`src/hdl/swt_pkg.sv`:
```
`timescale 1ns / 1ps
// Shared types and constants for the shell word tokenizer.
// No dependencies; imported by every module of the block.
package swt_pkg;

  // Word length bound; the counter saturates at MAX_WORD_LEN - 1, at most 4095
  localparam int MAX_WORD_LEN = 4096;

  localparam int LEN_W   = 12;
  localparam int LINE_W  = 16;
  localparam int CHAR_W  = 8;
  localparam int KIND_W  = 3;

  localparam int LEN_CAP_INT = ((MAX_WORD_LEN - 1) < 4095) ? (MAX_WORD_LEN - 1) : 4095;
  localparam logic [LEN_W-1:0] LEN_CAP = LEN_W'(LEN_CAP_INT);

  // Queue between front and back
  localparam int QUEUE_DEPTH = 4;
  localparam int QPTR_W      = $clog2(QUEUE_DEPTH);

  // Character codes
  localparam logic [CHAR_W-1:0] CH_NUL    = 8'h00;
  localparam logic [CHAR_W-1:0] CH_TAB    = 8'h09;
  localparam logic [CHAR_W-1:0] CH_LF     = 8'h0A;
  localparam logic [CHAR_W-1:0] CH_VT     = 8'h0B;
  localparam logic [CHAR_W-1:0] CH_FF     = 8'h0C;
  localparam logic [CHAR_W-1:0] CH_CR     = 8'h0D;
  localparam logic [CHAR_W-1:0] CH_SPACE  = 8'h20;
  localparam logic [CHAR_W-1:0] CH_DQUOTE = 8'h22;
  localparam logic [CHAR_W-1:0] CH_HASH   = 8'h23;
  localparam logic [CHAR_W-1:0] CH_SQUOTE = 8'h27;
  localparam logic [CHAR_W-1:0] CH_BSLASH = 8'h5C;

  // Result kinds
  typedef enum logic [KIND_W-1:0] {
    KIND_CHAR      = 3'd0,
    KIND_WORD_END  = 3'd1,
    KIND_LINE_END  = 3'd2,
    KIND_INPUT_END = 3'd3,
    KIND_ERROR     = 3'd4
  } kind_t;

  // One result item
  typedef struct packed {
    kind_t              kind;
    logic [CHAR_W-1:0]  ch;
    logic [LEN_W-1:0]   len;
    logic [LINE_W-1:0]  lines;
  } res_t;

  // All results caused by one input item (one or two)
  typedef struct packed {
    logic two;
    res_t r0;
    res_t r1;
  } job_t;

  function automatic res_t mk_res(input kind_t kind, input logic [CHAR_W-1:0] ch,
                                  input logic [LEN_W-1:0] len,
                                  input logic [LINE_W-1:0] lines);
    res_t r;
    r.kind  = kind;
    r.ch    = ch;
    r.len   = len;
    r.lines = lines;
    return r;
  endfunction

endpackage

```
`src/hdl/swt_front.sv`:
```
`timescale 1ns / 1ps
// Front end: accepts bytes, tracks tokenizer state and builds the results
// of each item as one queue entry. Depends on swt_pkg.
module swt_front (
  input  logic             clk,
  input  logic             rst_n,
  input  logic             in_valid,
  input  logic [7:0]       in_byte,
  input  logic             in_end_of_input,
  input  logic             q_full,
  output logic             in_stall,
  output logic             push,
  output swt_pkg::job_t    job
);
  import swt_pkg::*;

  typedef enum logic [1:0] {
    PH_SKIP    = 2'd0,
    PH_COMMENT = 2'd1,
    PH_WORD    = 2'd2
  } phase_t;

  typedef enum logic [1:0] {
    Q_NONE   = 2'd0,
    Q_SINGLE = 2'd1,
    Q_DOUBLE = 2'd2
  } quote_t;

  phase_t            phase_r, phase_nxt;
  quote_t            quote_r, quote_nxt;
  logic              esc_r, esc_nxt;
  logic [LEN_W-1:0]  len_r, len_nxt;
  logic [LINE_W-1:0] nl_r, nl_nxt;

  logic              accept;
  logic              has_res;
  logic              word_go;
  logic              is_sp, is_lf, q_match, keep_bs;
  logic [LINE_W-1:0] nl_inc;
  logic [LEN_W-1:0]  len_a, len_b;

  function automatic logic [LEN_W-1:0] len_sat(input logic [LEN_W-1:0] x);
    return (x < LEN_CAP) ? x + 1'b1 : x;
  endfunction

  // Classify the byte
  assign is_lf  = (in_byte == CH_LF);
  assign is_sp  = (in_byte == CH_SPACE) || (in_byte == CH_TAB) || is_lf ||
                  (in_byte == CH_VT) || (in_byte == CH_FF) || (in_byte == CH_CR);
  assign q_match = ((quote_r == Q_SINGLE) && (in_byte == CH_SQUOTE)) ||
                   ((quote_r == Q_DOUBLE) && (in_byte == CH_DQUOTE));
  assign keep_bs = esc_r && (quote_r != Q_NONE) && (in_byte != CH_BSLASH) && !q_match;
  assign nl_inc  = nl_r + 1'b1;
  assign len_a   = len_sat(len_r);
  assign len_b   = len_sat(len_a);

  // Next state and results of the item
  always_comb begin
    phase_nxt = phase_r;
    quote_nxt = quote_r;
    esc_nxt   = esc_r;
    len_nxt   = len_r;
    nl_nxt    = nl_r;
    job       = '0;
    has_res   = 1'b0;
    word_go   = 1'b0;

    if (in_end_of_input) begin
      has_res = 1'b1;
      if ((phase_r == PH_WORD) && (esc_r || (quote_r != Q_NONE))) begin
        job.r0 = mk_res(KIND_ERROR, CH_NUL, len_r, nl_r);
      end else if (phase_r == PH_WORD) begin
        job.two = 1'b1;
        job.r0  = mk_res(KIND_WORD_END, CH_NUL, len_r, nl_r);
        job.r1  = mk_res(KIND_INPUT_END, CH_NUL, '0, nl_r);
      end else begin
        job.r0 = mk_res(KIND_INPUT_END, CH_NUL, '0, nl_r);
      end
      phase_nxt = PH_SKIP;
      quote_nxt = Q_NONE;
      esc_nxt   = 1'b0;
      len_nxt   = '0;
    end else begin
      unique case (phase_r)
        PH_WORD: begin
          word_go = 1'b1;
        end
        PH_COMMENT: begin
          if (is_lf) begin
            nl_nxt    = nl_inc;
            has_res   = 1'b1;
            job.r0    = mk_res(KIND_LINE_END, CH_NUL, len_r, nl_inc);
            phase_nxt = PH_SKIP;
          end
        end
        PH_SKIP: begin
          if (in_byte == CH_NUL) begin
            // drop
          end else if (is_lf) begin
            nl_nxt = nl_inc;
            if (esc_r) begin
              esc_nxt = 1'b0;
            end else begin
              has_res = 1'b1;
              job.r0  = mk_res(KIND_LINE_END, CH_NUL, len_r, nl_inc);
            end
          end else if (esc_r || ((in_byte != CH_HASH) && (in_byte != CH_BSLASH) && !is_sp)) begin
            phase_nxt = PH_WORD;
            word_go   = 1'b1;
          end else if (in_byte == CH_HASH) begin
            phase_nxt = PH_COMMENT;
          end else if (in_byte == CH_BSLASH) begin
            esc_nxt = 1'b1;
          end
        end
        default: begin
          phase_nxt = PH_SKIP;
        end
      endcase
    end

    // Byte inside a word
    if (word_go) begin
      if ((in_byte == CH_NUL) && (quote_r == Q_NONE)) begin
        // drop
      end else if (is_sp && (quote_r == Q_NONE) && !esc_r) begin
        has_res   = 1'b1;
        job.r0    = mk_res(KIND_WORD_END, CH_NUL, len_r, nl_r);
        len_nxt   = '0;
        phase_nxt = PH_SKIP;
        if (is_lf) begin
          nl_nxt  = nl_inc;
          job.two = 1'b1;
          job.r1  = mk_res(KIND_LINE_END, CH_NUL, '0, nl_inc);
        end
      end else if ((in_byte == CH_BSLASH) && !esc_r && (quote_r != Q_SINGLE)) begin
        esc_nxt = 1'b1;
      end else if (((in_byte == CH_SQUOTE) || (in_byte == CH_DQUOTE)) &&
                   (quote_r == Q_NONE) && !esc_r) begin
        quote_nxt = (in_byte == CH_SQUOTE) ? Q_SINGLE : Q_DOUBLE;
      end else if (q_match && !esc_r) begin
        quote_nxt = Q_NONE;
      end else if (is_lf && esc_r) begin
        esc_nxt = 1'b0;
        nl_nxt  = nl_inc;
      end else begin
        has_res = 1'b1;
        if (keep_bs) begin
          job.two = 1'b1;
          job.r0  = mk_res(KIND_CHAR, CH_BSLASH, len_a, nl_r);
          job.r1  = mk_res(KIND_CHAR, in_byte, len_b, nl_r);
          len_nxt = len_b;
        end else begin
          job.r0  = mk_res(KIND_CHAR, in_byte, len_a, nl_r);
          len_nxt = len_a;
        end
        esc_nxt = 1'b0;
        if (is_lf) begin
          nl_nxt = nl_inc;
        end
      end
    end
  end

  assign accept   = in_valid && !q_full;
  assign in_stall = q_full;
  assign push     = accept && has_res;

  // Hold state, advance on each accepted item
  always_ff @(posedge clk) begin
    if (!rst_n) begin
      phase_r <= PH_SKIP;
      quote_r <= Q_NONE;
      esc_r   <= 1'b0;
      len_r   <= '0;
      nl_r    <= '0;
    end else if (accept) begin
      phase_r <= phase_nxt;
      quote_r <= quote_nxt;
      esc_r   <= esc_nxt;
      len_r   <= len_nxt;
      nl_r    <= nl_nxt;
    end
  end

  // End of input leaves a clean tokenizer
  a_eoi_clears: assert property (@(posedge clk) disable iff (!rst_n)
    accept && in_end_of_input |=> (phase_r == PH_SKIP) && !esc_r &&
                                  (quote_r == Q_NONE) && (len_r == '0))
    else $error("tokenizer state not cleared after end of input");

  // Quotes are open only inside a word, and the word length stays within its cap
  a_quote_in_word: assert property (@(posedge clk) disable iff (!rst_n)
    (quote_r != Q_NONE) |-> (phase_r == PH_WORD) && (len_r <= LEN_CAP))
    else $error("quote open outside a word or length over cap");

endmodule

```
`src/hdl/swt_queue.sv`:
```
`timescale 1ns / 1ps
// Short queue of result entries between front and back.
// Depends on swt_pkg.
module swt_queue (
  input  logic           clk,
  input  logic           rst_n,
  input  logic           push,
  input  swt_pkg::job_t  push_job,
  input  logic           pop,
  output logic           full,
  output logic           head_valid,
  output swt_pkg::job_t  head_job
);
  import swt_pkg::*;

  job_t              slot_r [QUEUE_DEPTH];
  logic [QPTR_W-1:0] wr_ptr_r, rd_ptr_r;
  logic [QPTR_W:0]   count_r;
  logic              do_pop;

  assign full       = (count_r == (QPTR_W+1)'(QUEUE_DEPTH));
  assign head_valid = (count_r != '0);
  assign head_job   = slot_r[rd_ptr_r];
  assign do_pop     = pop && head_valid;

  // Advance pointers and occupancy
  always_ff @(posedge clk) begin
    if (!rst_n) begin
      wr_ptr_r <= '0;
      rd_ptr_r <= '0;
      count_r  <= '0;
    end else begin
      if (push) begin
        wr_ptr_r <= wr_ptr_r + 1'b1;
      end
      if (do_pop) begin
        rd_ptr_r <= rd_ptr_r + 1'b1;
      end
      if (push && !do_pop) begin
        count_r <= count_r + 1'b1;
      end else if (do_pop && !push) begin
        count_r <= count_r - 1'b1;
      end
    end
  end

  // Store entries
  always_ff @(posedge clk) begin
    if (push) begin
      slot_r[wr_ptr_r] <= push_job;
    end
  end

  a_no_overflow: assert property (@(posedge clk) disable iff (!rst_n)
    push |-> !full)
    else $error("push into a full queue");

  a_count_bound: assert property (@(posedge clk) disable iff (!rst_n)
    count_r <= (QPTR_W+1)'(QUEUE_DEPTH))
    else $error("queue occupancy out of range");

endmodule

```
`src/hdl/swt_back.sv`:
```
`timescale 1ns / 1ps
// Back end: takes queue entries and presents their one or two results
// through an output register. Depends on swt_pkg.
module swt_back (
  input  logic           clk,
  input  logic           rst_n,
  input  logic           head_valid,
  input  swt_pkg::job_t  head_job,
  output logic           pop,
  input  logic           out_stall,
  output logic           out_valid,
  output swt_pkg::res_t  out_res,
  output logic           out_last
);
  import swt_pkg::*;

  logic out_valid_r;
  logic out_last_r;
  res_t out_res_r;
  logic sec_valid_r;
  res_t sec_r;
  logic out_free;

  assign out_free = !out_valid_r || !out_stall;
  assign pop      = out_free && !sec_valid_r && head_valid;

  // Control: output valid and pending second result
  always_ff @(posedge clk) begin
    if (!rst_n) begin
      out_valid_r <= 1'b0;
      sec_valid_r <= 1'b0;
    end else if (out_free) begin
      if (sec_valid_r) begin
        out_valid_r <= 1'b1;
        sec_valid_r <= 1'b0;
      end else if (head_valid) begin
        out_valid_r <= 1'b1;
        sec_valid_r <= head_job.two;
      end else begin
        out_valid_r <= 1'b0;
      end
    end
  end

  // Payload: load next result into the output register
  always_ff @(posedge clk) begin
    if (out_free) begin
      if (sec_valid_r) begin
        out_res_r  <= sec_r;
        out_last_r <= 1'b1;
      end else if (head_valid) begin
        out_res_r  <= head_job.r0;
        out_last_r <= !head_job.two;
        sec_r      <= head_job.r1;
      end
    end
  end

  assign out_valid = out_valid_r;
  assign out_res   = out_res_r;
  assign out_last  = out_last_r;

  a_sec_behind_first: assert property (@(posedge clk) disable iff (!rst_n)
    sec_valid_r |-> out_valid_r && !out_last_r)
    else $error("second result pending without its first on the output");

  a_first_needs_second: assert property (@(posedge clk) disable iff (!rst_n)
    out_valid_r && !out_last_r |-> sec_valid_r)
    else $error("non-final result shown with no second result pending");

endmodule

```
`src/hdl/shell_quoted_word_tokenizer_unit.sv`:
```
`timescale 1ns / 1ps
// Shell word tokenizer top level: front end, result queue, back end.
// Depends on swt_pkg, swt_front, swt_queue and swt_back.
//
//   channel | direction | handshake           | payload
//   --------+-----------+---------------------+------------------------------------------
//   in      | input     | in_valid / in_stall  | in_byte, in_end_of_input
//   out     | output    | out_valid / out_stall| out_kind, out_char, out_word_length,
//           |           |                     | out_line_count, out_last
//
// One byte is taken per cycle while the four-entry result queue has room.
// An item with two results occupies the output register for both in turn, so the
// output register sets the sustained rate: one result per cycle while out_stall is low.
// The first result of an item passes through the queue and then the output register.
// Reset is synchronous, active low, and clears the control state; queue slots and result payloads are not reset.
// A stall on the output fills the queue; in_stall rises only when it is full.
module shell_quoted_word_tokenizer_unit (
  input  logic        clk,
  input  logic        rst_n,
  input  logic        in_valid,
  output logic        in_stall,
  input  logic [7:0]  in_byte,
  input  logic        in_end_of_input,
  output logic        out_valid,
  input  logic        out_stall,
  output logic [2:0]  out_kind,
  output logic [7:0]  out_char,
  output logic [11:0] out_word_length,
  output logic [15:0] out_line_count,
  output logic        out_last
);
  import swt_pkg::*;

  logic push, pop, q_full, head_valid;
  job_t push_job, head_job;
  res_t out_res;

  swt_front u_front (
    .clk             (clk),
    .rst_n           (rst_n),
    .in_valid        (in_valid),
    .in_byte         (in_byte),
    .in_end_of_input (in_end_of_input),
    .q_full          (q_full),
    .in_stall        (in_stall),
    .push            (push),
    .job             (push_job)
  );

  swt_queue u_queue (
    .clk        (clk),
    .rst_n      (rst_n),
    .push       (push),
    .push_job   (push_job),
    .pop        (pop),
    .full       (q_full),
    .head_valid (head_valid),
    .head_job   (head_job)
  );

  swt_back u_back (
    .clk        (clk),
    .rst_n      (rst_n),
    .head_valid (head_valid),
    .head_job   (head_job),
    .pop        (pop),
    .out_stall  (out_stall),
    .out_valid  (out_valid),
    .out_res    (out_res),
    .out_last   (out_last)
  );

  // Unpack result fields onto ports
  assign out_kind        = out_res.kind;
  assign out_char        = out_res.ch;
  assign out_word_length = out_res.len;
  assign out_line_count  = out_res.lines;

endmodule

```
`config.mk`:
```
export PLATFORM = sky130hd
export DESIGN_NAME = shell_quoted_word_tokenizer_unit
export DESIGN_NICKNAME = d
export VERILOG_FILES = /design/src/hdl/swt_pkg.sv /design/src/hdl/swt_front.sv /design/src/hdl/swt_queue.sv /design/src/hdl/swt_back.sv /design/src/hdl/shell_quoted_word_tokenizer_unit.sv
export SDC_FILE = /design/constraint.sdc
export NUM_CORES = 1
export LEC_CHECK = 0
export ABC_CLOCK_PERIOD_IN_PS = 11500
export BUFFER_PORTS_ARGS = -buffer_cell sky130_fd_sc_hd__buf_2
export CAP_MARGIN = 40
export CORE_MARGIN = 1
export CORE_UTILIZATION = 30
export DETAILED_ROUTE_END_ITERATION = 10
export GPL_TIMING_DRIVEN = 0
export HOLD_SLACK_MARGIN = 0.08
export PLACE_DENSITY_LB_ADDON = 0.12
export SETUP_SLACK_MARGIN = 0.15
export SLEW_MARGIN = 20
export SYNTH_ARGS = -nofsm -noshare
export SYNTH_HDL_FRONTEND = slang
export SYNTH_HIERARCHICAL = 1
export SYNTH_SLANG_ARGS = --single-unit
```
`constraint.sdc`:
```
create_clock -name clk -period 11.5 [get_ports clk]
set_input_delay 1.725 -clock clk [delete_from_list [all_inputs] [get_ports clk]]
set_output_delay 1.725 -clock clk [all_outputs]
set_load 0.1 [all_outputs]
```
==> impl_metrics.tcl <==
set metrics [dict create \
    rsz0062_at_grt "no" \
    async_flop_share_pct 0 \
    clockRootBuffer "clkbuf_16" \
    post-route-util_pct 35.5 \
    max-cap-violations 0 \
    synthDistinctLibCells 79 \
    internal_power_w 0.00335 \
    cts.path.max_buffers 3 \
    htree_levels 2 \
    worstSetupPathType "input port to flop" \
    drt_iter0_markers 831 \
    final.setup.tns_ps 0 \
    ys_ff_latch 439 \
    start_util_pct 30.3 \
    combPwrFrac_pct 27.7 \
    vias 11100 \
    clkSlewWorstSetupHoldPaths_ps 60 \
    die_w_microns 254 \
    p_clk_share_pct 30.3 \
    grt_max_degree 42 \
    placed_area_sq_um 20800 \
    crit_path_max_fanout 10 \
    cts_sinks 439 \
    synth_nets 1246 \
    finalMaxSlewViolations 0 \
    dr.pass1.iters 5 \
    finalSetupViolCount 0 \
    dpl_worst_slack_ps 4790 \
    clock_skew_ps 16.3 \
    min_period_ps 6160 \
    viasPerCell 4.99 \
    critical_path_arrival_ps 6660 \
    grt_overflow 0 \
    fin_area_sq_um 22400 \
    sequentialPowerShare_pct 42.0 \
    synth_area_leaders "edfxtp_1, mux4_2, dfxtp_1" \
    crit_buf_inv 4 \
    cp_slowest_stage_delay_ps 610 \
    p_leak_nw 7.38 \
    die-height_microns 254 \
    synthTopCellsByCount "edfxtp_1, mux4_2, nor2_1, clkbuf_1, nand2_1" \
    route.detailed.drc 0 \
    antenna_left 0 \
    final.setup.worst_slack_ps 5340 \
    syn-cell-area_sq_um 19100 \
    die_area_sq_um 64700 \
    pin_count 55 \
    grt_usage_pct 15.4 \
    switchingPower_w 0.00170 \
    hold_class "flop to flop" \
    core_sq_um 63000 \
    synth_top_area_cell "edfxtp_1" \
    clock_latency_ps 590 \
    ys.flop_type "edfxtp_1" \
    cts_hold_buffers 0 \
    synth_most_common_cell "edfxtp_1" \
    cp_slowest_cell "nor2_1" \
    worstMarginPinSlew_ps 853 \
    area_growth_syn_to_layout_pct 17.1 \
    insertedDiodeCount 0 \
    ys_warn_count 6 \
    crit_family "simple AND/OR/NAND/NOR gates" \
    ys_seq_area_share_pct 66.7 \
    post-cts-setup-buffers 0 \
    totalWireLength_microns 49400 \
    hold_violations 0 \
    fmax_mhz 162 \
    rows 92 \
    drive_gt1_share_pct 22.5 \
    port_buffers 52 \
    cts_resized 0 \
    critPathLaunchType "input port" \
    routabilityCongestion 0.860 \
    crit_required_ps 12010 \
    max-vdd-ir-drop_mv 0.124 \
    final_nets 1370 \
    grt_pass1_wl_microns 73400 \
    synth_edf_count 395 \
    grt_pass1_vias 11300 \
    wl_per_cell_microns 22.1 \
    dp_hpwl_microns 32600 \
    slew-limit-headroom_pct 42.6 \
    end_kind "flop" \
    antenna_found_initial 1 \
    tritoncts "done" \
    fin_hold_ws_ps 539 \
    switching_share_pct 33.7 \
    numCtsBuffers 48 \
    power.density_nw_per_um2 226 \
    synth.avg_cell_area_sq_um 15.6 \
    netlist.area_leader.share_pct 62.1 \
    synth_cells 1223 \
    num-fill-cells 6046 \
    fin_crit_sh_pct 53.5 \
    crit_chain "buf_2 -> clkbuf_1 -> nor2_1 -> and3b_1 -> o31a_1 -> o21ai_1 -> nand2_1 -> o21ai_1 -> clkbuf_1 -> a21oi_1 -> nor2_1 -> ha_1 -> inv_1 -> fa_1 -> xor2_1 -> or3_1 -> a21boi_0" \
    status "complete, no violations" \
]
-- stage by stage --
step / instances / power (W)
finish: 2232 / 0.00506
detailed placement: 2143 / 0.00359
CTS: 2232 / 0.00514
global placement: 2121 / 0.00355
floorplan: 1223 / 0.00322
global route: 2232 / 0.00525
-- layout by cell type (no fill, tap or decap), drive strengths merged, types with 31 or more instances in the layout --
master / n
nor2: 72
clkbuf: 118
edfxtp: 395
mux4: 79
o21ai: 57
dfxtp: 44
nand2: 55
buf: 106
mux2: 40
nand3: 36
o31ai: 44
a21oi: 31
-- power by group through the flow --
stage / Sequential (W) / Combinational, W / Clock [W]
2_1_floorplan: 0.00272 / 0.000497 / 0
3_3_place_gp: 0.00220 / 0.00135 / 0
3_5_place_dp: 0.00216 / 0.00143 / 0
4_1_cts: 0.00213 / 0.00143 / 0.00158
5_1_grt: 0.00215 / 0.00148 / 0.00163
6_report: 0.00212 / 0.00140 / 0.00153
-- area by class of cell --
type | count | area [sq um] | share of cell area, %
flip-flops and latches | 439 | 12700 | 57.0
multi-input cells | 679 | 5830 | 26.1
clock buffers | 61 | 1280 | 5.73
well taps | 846 | 1060 | 4.73
repair buffers | 74 | 627 | 2.80
plain buffers | 89 | 490 | 2.19
clock inverters | 28 | 267 | 1.19
inverters | 16 | 60.1 | 0.269
-- state kept, by name, summed over array words and instances, names as in the netlist, named ones only --
signal,count
u_queue/slot_r,316
u_back/out_res,39
u_back/sec_r,39
u_front/nl_r,16
u_front/len_r,12
u_queue/count_r,3
u_front/phase_r,2
u_front/quote_r,2
u_queue/rd_ptr_r,2
u_queue/wr_ptr_r,2
u_back/out_last,1
u_back/out_valid,1
u_back/sec_valid_r,1
u_front/esc_r,1
-- metal layers --
layer / part of all wire [%] / GRT usage [%] / vias up / wire [microns]
li1: - / - / 5117 / -
met1: 45 / 20.7 / 5735 / 22300
met2: 48 / 25.5 / 223 / 23900
met3: 4.4 / 2.65 / 70 / 2180
met4: 2.0 / 4.11 / 2 / 979
met5: 0.018 / 0 / - / 9
-- worst register-to-register path, cell delays in order, from the launching register on --
cell       delay (ps)
dfxtp_1           470
or3_1             160
a2111oi_1          90
buf_1             160
a21oi_1           420
nand2_1           340
o21ai_1           240
clkbuf_1          440
a21oi_1           240
nor2_1            610
ha_1              300
inv_1              60
fa_1              370
xor2_1            180
or3_1             310
a21boi_0          160
-- cell families after synthesis --
| family | after synthesis | share of synthesized area (%) |
|---|---|---|
| other | 1 | 0.0196 |
| muxes | 130 | 12.9 |
| and+or+nand+nor | 301 | 8.17 |
| xor gates and xnor gates | 22 | 1.01 |
| buffers and inverters | 105 | 2.88 |
| adders and majority gates | 10 | 0.695 |
| AOI/OAI and AO/OA | 215 | 7.59 |
| DFF | 439 | 66.7 |
-- worst paths after layout --
path         cells past startpoint                  to          startpoint  slack (ps)
max                             17  u_queue/count_r[2]          in_byte[0]        5340
min                              2  u_queue/count_r[2]  u_queue/count_r[2]         540
max reg2reg                     15  u_queue/count_r[2]  u_front/quote_r[0]        6860
min reg2reg                      2  u_queue/count_r[2]  u_queue/count_r[2]         540
Power figures use the tool's default switching activity.
